[config.mk]
export PLATFORM = sky130hd
export DESIGN_NAME = sensor_response_crc_decoder
export DESIGN_NICKNAME = d
export VERILOG_FILES = /design/src/rtl/src_pkg.sv /design/src/rtl/src_crc8.sv /design/src/rtl/src_frame.sv /design/src/rtl/sensor_response_crc_decoder.sv
export SDC_FILE = /design/constraint.sdc
export NUM_CORES = 1
export LEC_CHECK = 0
export BUFFER_PORTS_ARGS = -buffer_cell sky130_fd_sc_hd__buf_2
export CAP_MARGIN = 0
export CORE_ASPECT_RATIO = 0.6
export CORE_MARGIN = 2
export CORE_UTILIZATION = 55
export CTS_CLUSTER_SIZE = 8
export DETAILED_ROUTE_END_ITERATION = 8
export PLACE_DENSITY = 0.76
export RECOVER_POWER = 25
export SYNTH_ARGS = -nofsm -noshare
export SYNTH_HDL_FRONTEND = slang
export SYNTH_SLANG_ARGS = --single-unit
[constraint.sdc]
create_clock -name clk -period 3.6 [get_ports clk]
set_clock_uncertainty 0.1 [all_clocks]
set_input_delay 0.18 -clock clk [delete_from_list [all_inputs] [get_ports clk]]
set_output_delay 0.18 -clock clk [all_outputs]
set_load 0.005 [all_outputs]
[src/rtl/src_pkg.sv]
// shared types and constants for the sensor response crc decoder
// no dependencies; imported by every module of the block
package src_pkg;

  localparam int FRAME_WORDS = 8;
  localparam int WORD_W      = (FRAME_WORDS > 1) ? $clog2(FRAME_WORDS) : 1;

  localparam logic [7:0] CRC_INIT    = 8'hFF;
  localparam logic [7:0] CRC_POLY    = 8'h31;
  localparam logic [3:0] NONE_FAILED = 4'd8;

  localparam logic [15:0] UNSIGNED_SENTINEL = 16'hFFFF;
  localparam logic [15:0] SIGNED_SENTINEL   = 16'h7FFF;

  // words of the frame that carry the reported values
  localparam int PM25_WORD  = 1;
  localparam int HUM_WORD   = 4;
  localparam int TEMP_WORD  = 5;
  localparam int VOC_WORD   = 6;

  localparam int CAP_PM25 = 0;
  localparam int CAP_HUM  = 1;
  localparam int CAP_TEMP = 2;
  localparam int CAP_VOC  = 3;
  localparam int CAP_NUM  = 4;

  typedef enum logic [1:0] {
    PART_HIGH,
    PART_LOW,
    PART_CRC
  } part_t;

  typedef struct packed {
    logic        crc_ok;
    logic [3:0]  first_bad_word;
    logic [15:0] pm25_tenths;
    logic        pm25_valid;
    logic [15:0] humidity_hundredths;
    logic        humidity_valid;
    logic [15:0] temperature_200ths;
    logic        temperature_valid;
    logic [15:0] voc_tenths;
    logic        voc_valid;
  } src_result_t;

endpackage

[src/rtl/src_crc8.sv]
// one-byte update of the crc-8 (poly 0x31, msb first), unrolled over eight bits
// depends on src_pkg for the polynomial
module src_crc8 import src_pkg::*; (
  input  logic [7:0] crc_in,
  input  logic [7:0] data,
  output logic [7:0] crc_out
);

  always_comb begin
    logic [7:0] c;
    c = crc_in ^ data;
    for (int i = 0; i < 8; i++) begin
      if (c[7]) begin
        c = {c[6:0], 1'b0} ^ CRC_POLY;
      end else begin
        c = {c[6:0], 1'b0};
      end
    end
    crc_out = c;
  end

endmodule

[src/rtl/src_frame.sv]
// frame tracking: byte position, running crc, failure record and word captures
// depends on src_pkg and src_crc8
module src_frame import src_pkg::*; (
  input  logic        clk,
  input  logic        rst,
  input  logic        step,
  input  logic [7:0]  rx_byte,
  input  logic        frame_start,
  output logic        done,
  output src_result_t result
);

  part_t              part, part_next, eff_part;
  logic [WORD_W-1:0]  word, word_next, eff_word;
  logic [7:0]         running_crc, running_crc_next, eff_crc, crc_new;
  logic [7:0]         word_high_byte, word_high_byte_next;
  logic [7:0]         word_low_byte, word_low_byte_next;
  logic               fail_seen, fail_seen_next, eff_fail;
  logic [3:0]         failing_word, failing_word_next, eff_failing;
  logic [15:0]        captured_values [CAP_NUM];
  logic [15:0]        captured_values_next [CAP_NUM];
  logic [15:0]        word_value;
  logic               mismatch;

  // a frame start restarts the frame before this byte is taken
  always_comb begin
    eff_part    = frame_start ? PART_HIGH : part;
    eff_word    = frame_start ? '0 : word;
    eff_crc     = frame_start ? CRC_INIT : running_crc;
    eff_fail    = frame_start ? 1'b0 : fail_seen;
    eff_failing = frame_start ? NONE_FAILED : failing_word;
  end

  src_crc8 u_crc8 (
    .crc_in  (eff_crc),
    .data    (rx_byte),
    .crc_out (crc_new)
  );

  assign word_value = {word_high_byte, word_low_byte};
  assign mismatch   = (eff_part == PART_CRC) && (eff_crc != rx_byte);
  assign done       = (eff_part == PART_CRC) && (eff_word == WORD_W'(FRAME_WORDS - 1));

  always_comb begin
    part_next           = eff_part;
    word_next           = eff_word;
    running_crc_next    = eff_crc;
    word_high_byte_next = word_high_byte;
    word_low_byte_next  = word_low_byte;
    fail_seen_next      = eff_fail;
    failing_word_next   = eff_failing;
    for (int i = 0; i < CAP_NUM; i++) begin
      captured_values_next[i] = captured_values[i];
    end

    unique case (eff_part)
      PART_HIGH: begin
        word_high_byte_next = rx_byte;
        running_crc_next    = crc_new;
        part_next           = PART_LOW;
      end
      PART_LOW: begin
        word_low_byte_next = rx_byte;
        running_crc_next   = crc_new;
        part_next          = PART_CRC;
      end
      PART_CRC: begin
        if (mismatch && !eff_fail) begin
          fail_seen_next    = 1'b1;
          failing_word_next = 4'(eff_word);
        end
        running_crc_next = CRC_INIT;
        part_next        = PART_HIGH;
        word_next        = eff_word + 1'b1;
        if (eff_word == WORD_W'(PM25_WORD)) captured_values_next[CAP_PM25] = word_value;
        if (eff_word == WORD_W'(HUM_WORD))  captured_values_next[CAP_HUM]  = word_value;
        if (eff_word == WORD_W'(TEMP_WORD)) captured_values_next[CAP_TEMP] = word_value;
        if (eff_word == WORD_W'(VOC_WORD))  captured_values_next[CAP_VOC]  = word_value;
      end
      default: begin
        part_next = PART_HIGH;
      end
    endcase

    // end of frame: back to the start for the next item
    if (done) begin
      part_next         = PART_HIGH;
      word_next         = '0;
      running_crc_next  = CRC_INIT;
      fail_seen_next    = 1'b0;
      failing_word_next = NONE_FAILED;
    end
  end

  // result built from the updated captures so a capture on the last word is seen
  always_comb begin
    logic pv, hv, tv, vv;
    pv = captured_values_next[CAP_PM25] != UNSIGNED_SENTINEL;
    hv = captured_values_next[CAP_HUM]  != SIGNED_SENTINEL;
    tv = captured_values_next[CAP_TEMP] != SIGNED_SENTINEL;
    vv = captured_values_next[CAP_VOC]  != SIGNED_SENTINEL;
    result.crc_ok              = !(eff_fail || mismatch);
    result.first_bad_word      = eff_fail ? eff_failing :
                                 (mismatch ? 4'(eff_word) : NONE_FAILED);
    result.pm25_tenths         = pv ? captured_values_next[CAP_PM25] : 16'd0;
    result.pm25_valid          = pv;
    result.humidity_hundredths = hv ? captured_values_next[CAP_HUM] : 16'd0;
    result.humidity_valid      = hv;
    result.temperature_200ths  = tv ? captured_values_next[CAP_TEMP] : 16'd0;
    result.temperature_valid   = tv;
    result.voc_tenths          = vv ? captured_values_next[CAP_VOC] : 16'd0;
    result.voc_valid           = vv;
  end

  always_ff @(posedge clk) begin
    if (rst) begin
      part         <= PART_HIGH;
      word         <= '0;
      running_crc  <= CRC_INIT;
      fail_seen    <= 1'b0;
      failing_word <= NONE_FAILED;
    end else if (step) begin
      part         <= part_next;
      word         <= word_next;
      running_crc  <= running_crc_next;
      fail_seen    <= fail_seen_next;
      failing_word <= failing_word_next;
    end
  end

  always_ff @(posedge clk) begin
    if (step) begin
      word_high_byte <= word_high_byte_next;
      word_low_byte  <= word_low_byte_next;
      for (int i = 0; i < CAP_NUM; i++) begin
        captured_values[i] <= captured_values_next[i];
      end
    end
  end

endmodule

[src/rtl/sensor_response_crc_decoder.sv]
// Sensor response frame checker and decoder.
// Input channel (in_valid / in_stall): one response byte per item, rx_byte,
// with frame_start high on the first byte of a frame. A frame is eight
// words of high byte, low byte and crc-8 byte (poly 0x31, init 0xFF).
// Output channel (out_valid / out_stall): one item per complete frame,
// on its last byte, with crc status, the first failing word (8 if none)
// and the four decoded values, each with a valid flag that drops to 0
// (value forced to 0) on the sensor's sentinel code.
// A frame start in the middle of a frame drops the partial frame.
// Throughput: one byte per cycle while the receiver does not stall; the crc
// update is eight unrolled steps between the input register and the result
// register. A frame's result shows once its last byte has passed both registers.
// Reset (rst, synchronous) empties both registers and restarts the frame.
// When the receiver stalls, the result register holds; the input register
// still takes a byte if empty, then in_stall goes high until the result is taken.
// depends on src_pkg, src_frame
module sensor_response_crc_decoder import src_pkg::*; (
  input  logic               clk,
  input  logic               rst,
  input  logic               in_valid,
  output logic               in_stall,
  input  logic [7:0]         rx_byte,
  input  logic               frame_start,
  output logic               out_valid,
  input  logic               out_stall,
  output logic               crc_ok,
  output logic [3:0]         first_bad_word,
  output logic [15:0]        pm25_tenths,
  output logic               pm25_valid,
  output logic signed [15:0] humidity_hundredths,
  output logic               humidity_valid,
  output logic signed [15:0] temperature_200ths,
  output logic               temperature_valid,
  output logic signed [15:0] voc_tenths,
  output logic               voc_valid
);

  logic        s1_valid;
  logic [7:0]  s1_byte;
  logic        s1_start;
  logic        advance;
  logic        step;
  logic        done;
  src_result_t result;
  src_result_t out_reg;

  // the pipeline moves whenever the result register is free or being emptied
  assign advance  = !out_valid || !out_stall;
  assign in_stall = s1_valid && !advance;
  assign step     = s1_valid && advance;

  always_ff @(posedge clk) begin
    if (rst) begin
      s1_valid <= 1'b0;
    end else if (!in_stall) begin
      s1_valid <= in_valid;
    end
  end

  always_ff @(posedge clk) begin
    if (in_valid && !in_stall) begin
      s1_byte  <= rx_byte;
      s1_start <= frame_start;
    end
  end

  src_frame u_frame (
    .clk         (clk),
    .rst         (rst),
    .step        (step),
    .rx_byte     (s1_byte),
    .frame_start (s1_start),
    .done        (done),
    .result      (result)
  );

  always_ff @(posedge clk) begin
    if (rst) begin
      out_valid <= 1'b0;
    end else if (advance) begin
      out_valid <= step && done;
    end
  end

  always_ff @(posedge clk) begin
    if (step && done) begin
      out_reg <= result;
    end
  end

  assign crc_ok              = out_reg.crc_ok;
  assign first_bad_word      = out_reg.first_bad_word;
  assign pm25_tenths         = out_reg.pm25_tenths;
  assign pm25_valid          = out_reg.pm25_valid;
  assign humidity_hundredths = out_reg.humidity_hundredths;
  assign humidity_valid      = out_reg.humidity_valid;
  assign temperature_200ths  = out_reg.temperature_200ths;
  assign temperature_valid   = out_reg.temperature_valid;
  assign voc_tenths          = out_reg.voc_tenths;
  assign voc_valid           = out_reg.voc_valid;

endmodule
==> results.yml <==
status:
  status: "completed"
place:
  placed_cells: 817
  port_buffers: 87
  gp_congestion: 0.876
  hpwl_mm: 11.5
route:
  drt_wl_total_mm: 17.1
  ant_nets: 0
  firstDrtPassIters: 4
  drt_drc_violations_left: 0
  routed.top_layer: "met4"
  drt_iter0_markers: 414
  route.met2.wl_mm: 7.53
  wl_met1_mm: 7.98
  met3_length_mm: 1.29
  via_count: 4914
  viasPerCell: 5.71
  routedWlPerCell_um: 19.9
grt:
  grt_pass1_vias: 4739
  antenna_found_initial: 0
  grt-ovfl-total: 0
  grt_use_total: 0.224
  grt_pass1_wl_mm: 26.3
  grt_max_degree: 46
synthesis:
  synth_edf_count: 162
  synth.yosys.seq_area_share: 0.664
  synth_ff_type: "edfxtp_1"
  ys_types: 56
  syn_inst: 555
  ys_ff_latch: 182
  yosys_warnings: 0
  netlist_area_um2: 7930
  synthesis.nets: 569
  synth_async_sr_flop_share: 0
  syn_avg_cell_area_um2: 14.3
timing:
  period_share: 0.760
  worst_pin_slew_ns: 1.34
  fmax_mhz: 366
  period_needed_ns: 2.74
  grt_setup_unrepaired: "false"
  slew_headroom: 0.104
  finalHoldViolations: 0
  setup_viol: 0
  drv_slew: 0
  finalSetupTns_ns: 0
floorplanning:
  initial_core_util: 0.572
  rows: 33
  fp.dieArea_um2: 15400
  die_w_um: 159
  pin_count: 88
  die_y_um: 97.0
  core_area_um2: 13900
power_and_ir_drop:
  ir_drop_uv: 315
  p_per_area_nw_per_um2: 493
  p_seq_frac: 0.529
  p_leak_nw: 2.72
  combPwrFrac: 0.067
  p_int_mw: 3.49
  p_clk_frac: 0.404
  finalPower_mw: 4.52
  switching_share: 0.227
  p_switching_mw: 1.03
clock_tree:
  cts_tree: "done"
  root_buffer: "clkbuf_16"
  numCtsBuffers: 17
  cts_buffer_depth: 2
  clkSinkCount: 182
  clkTransAtPathRegs_ns: 0.07
  cts.htree.levels: 4
  postCtsSetupBuffers: 0
  insertion_delay_ns: 0.43
setup_path:
  crit_path_max_fanout: 25
  endpoint_kind: "register"
  crit_type: "register to register"
  rrSetupSlack_ns: 0.86
  critPathLaunchType: "register"
  rr_endpoint: "u_frame.failing_word[0]$_SDFFE_PP0P_"
  crit_required_ns: 3.86
  crit_arrival_ns: 3.00
  reg2regPathDepth: 7
  r2r-start: "s1_start$_DFFE_PP_"
final_layout:
  syn2layout_area_growth_pct: 15.7
  n_antenna_cell: 0
  nFillCells: 1023
  drive_gt1_frac: 0.256
  fin_util: 0.662
  final_cells: 860
  layout.nets: 669
job:
  drv_cap: 0
hold_path:
  hp-start: "rst"
  hold_depth: 2
  hold_path.class: "input port to register"
  min_to: "u_frame.word[0]$_SDFFE_PP0P_"
==> worst max path at each step <==
stage	from	cells past startpoint	to
floorplan	s1_start$_DFFE_PP_	7	u_frame.running_crc[2]$_SDFFE_PP1P_
global placement	s1_start$_DFFE_PP_	5	voc_tenths[4]$_SDFFCE_PN0P_
detailed placement	s1_start$_DFFE_PP_	5	voc_tenths[0]$_SDFFCE_PN0P_
CTS	s1_start$_DFFE_PP_	5	voc_tenths[0]$_SDFFCE_PN0P_
global route	s1_start$_DFFE_PP_	5	voc_tenths[14]$_SDFFCE_PN0P_
finish	s1_start$_DFFE_PP_	7	u_frame.failing_word[0]$_SDFFE_PP0P_
==> final cells by class <==
class | count | area, um2 | area share
Sequential cell | 182 | 5270 | 0.574
Multi-Input combinational cell | 331 | 2470 | 0.269
Timing Repair Buffer | 108 | 573 | 0.0624
Clock buffer | 17 | 425 | 0.0463
Tap cell | 192 | 240 | 0.0262
Clock inverter | 15 | 153 | 0.0166
Inverter | 15 | 56.3 | 0.00613
==> flip-flops by register name, summed over array words and instances (netlist names), 8 cells and up <==
name                     count
pm25_tenths                 16
humidity_hundredths         16
s1_byte                      8
u_frame.running_crc          8
u_frame.word_high_byte       8
u_frame.word_low_byte        8
voc_tenths                  16
temperature_200ths          16
u_frame.captured_values     64
==> cell families (layout without fill, tap and decap cells) <==
| kind of cell | count (synthesis) | after routing | synth area share |
|---|---|---|---|
| AO/OA/AOI/OAI | 56 | 56 | 0.0456 |
| XOR/XNOR | 31 | 31 | 0.0360 |
| adder cells (fa/ha/maj) | 1 | 1 | 0.00158 |
| buffers and inverters | 42 | 155 | 0.0252 |
| flip-flops | 182 | 182 | 0.664 |
| multiplexers | 73 | 73 | 0.103 |
| AND/OR/NAND/NOR | 170 | 170 | 0.125 |
==> routing by layer <==
metal | track usage | up-vias
li1 | - | 2256
met2 | 0.333 | 202
met4 | 0.0706 | 0
met1 | 0.323 | 2427
met5 | 0 | -
met3 | 0.0592 | 29
==> layout by cell type (no fill, tap or decap), types with 11 or more instances in the layout <==
master	netlist	layout
buf_2	7	55
nand2_1	25	25
mux2_2	66	66
dfxtp_1	20	20
clkbuf_16	0	17
xnor2_1	21	21
clkbuf_1	13	34
edfxtp_1	162	162
a21oi_1	22	22
nor2_1	27	27
nand4_1	13	13
dlygate4sd3_1	0	11
inv_1	14	14
and2_1	16	16
nor2b_1	44	44
==> synth_stat cells (3+ instances only) <==
| cell | instances | area [um2] |
|---|---|---|
| or4_1 | 3 | 22.5 |
| nand3_1 | 7 | 35.0 |
| nand2_1 | 25 | 93.8 |
| nand4_1 | 13 | 81.3 |
| buf_2 | 7 | 35.0 |
| or3_1 | 4 | 25.0 |
| nand4b_1 | 3 | 26.3 |
| a22o_1 | 3 | 26.3 |
| xnor2_1 | 21 | 184 |
| nor3_1 | 7 | 35.0 |
| mux2_2 | 66 | 743 |
| inv_1 | 14 | 52.6 |
| a211oi_1 | 4 | 30.0 |
| nor4_1 | 3 | 18.8 |
| mux2i_1 | 7 | 70.1 |
| xor2_1 | 9 | 78.8 |
| edfxtp_1 | 162 | 4860 |
| nor2_1 | 27 | 101 |
| nor2b_1 | 44 | 275 |
| a21oi_1 | 22 | 110 |
| clkbuf_1 | 13 | 48.8 |
| o21ai_0 | 8 | 40.0 |
| o41ai_1 | 3 | 26.3 |
| and2_1 | 16 | 100 |
| dfxtp_1 | 20 | 400 |
| buf_6 | 4 | 45.0 |
==> stage by stage <==
stage / area (um2) / worst slack [ns] / hold WS [ns]
5_1_grt: 9180 / 0.721 / 0.0338
3_3_place_gp: 8540 / 1.04 / 0.258
4_1_cts: 9230 / 0.923 / 0.00738
3_5_place_dp: 8540 / 0.927 / 0.258
6_report: 9180 / 0.865 / 0.0237
2_1_floorplan: 7930 / 0.426 / 0.179
==> critical path, stage by stage, from the launching register on <==
cell,delay [ns]
edfxtp_1,0.54
buf_4,0.33
or3_1,0.17
a21oi_1,0.07
o22a_1,0.26
a2111o_1,0.51
nor3_1,0.47
a22o_1,0.22
==> timing repair <==
action | CTS | global route
gates resized for setup | 0 | 0
hold buffers | 11 | 0
hold endpoints to repair | 11 | 0
==> power groups by stage <==
stage | Clock (mW) | Sequential, mW | Combinational [mW]
3_5_place_dp | 0 | 2.44 | 0.289
5_1_grt | 1.92 | 2.40 | 0.331
2_1_floorplan | 0 | 2.39 | 0.255
4_1_cts | 1.85 | 2.39 | 0.300
6_report | 1.83 | 2.39 | 0.303
3_3_place_gp | 0 | 2.43 | 0.277
No activity file was read; power rests on OpenSTA's default activity.
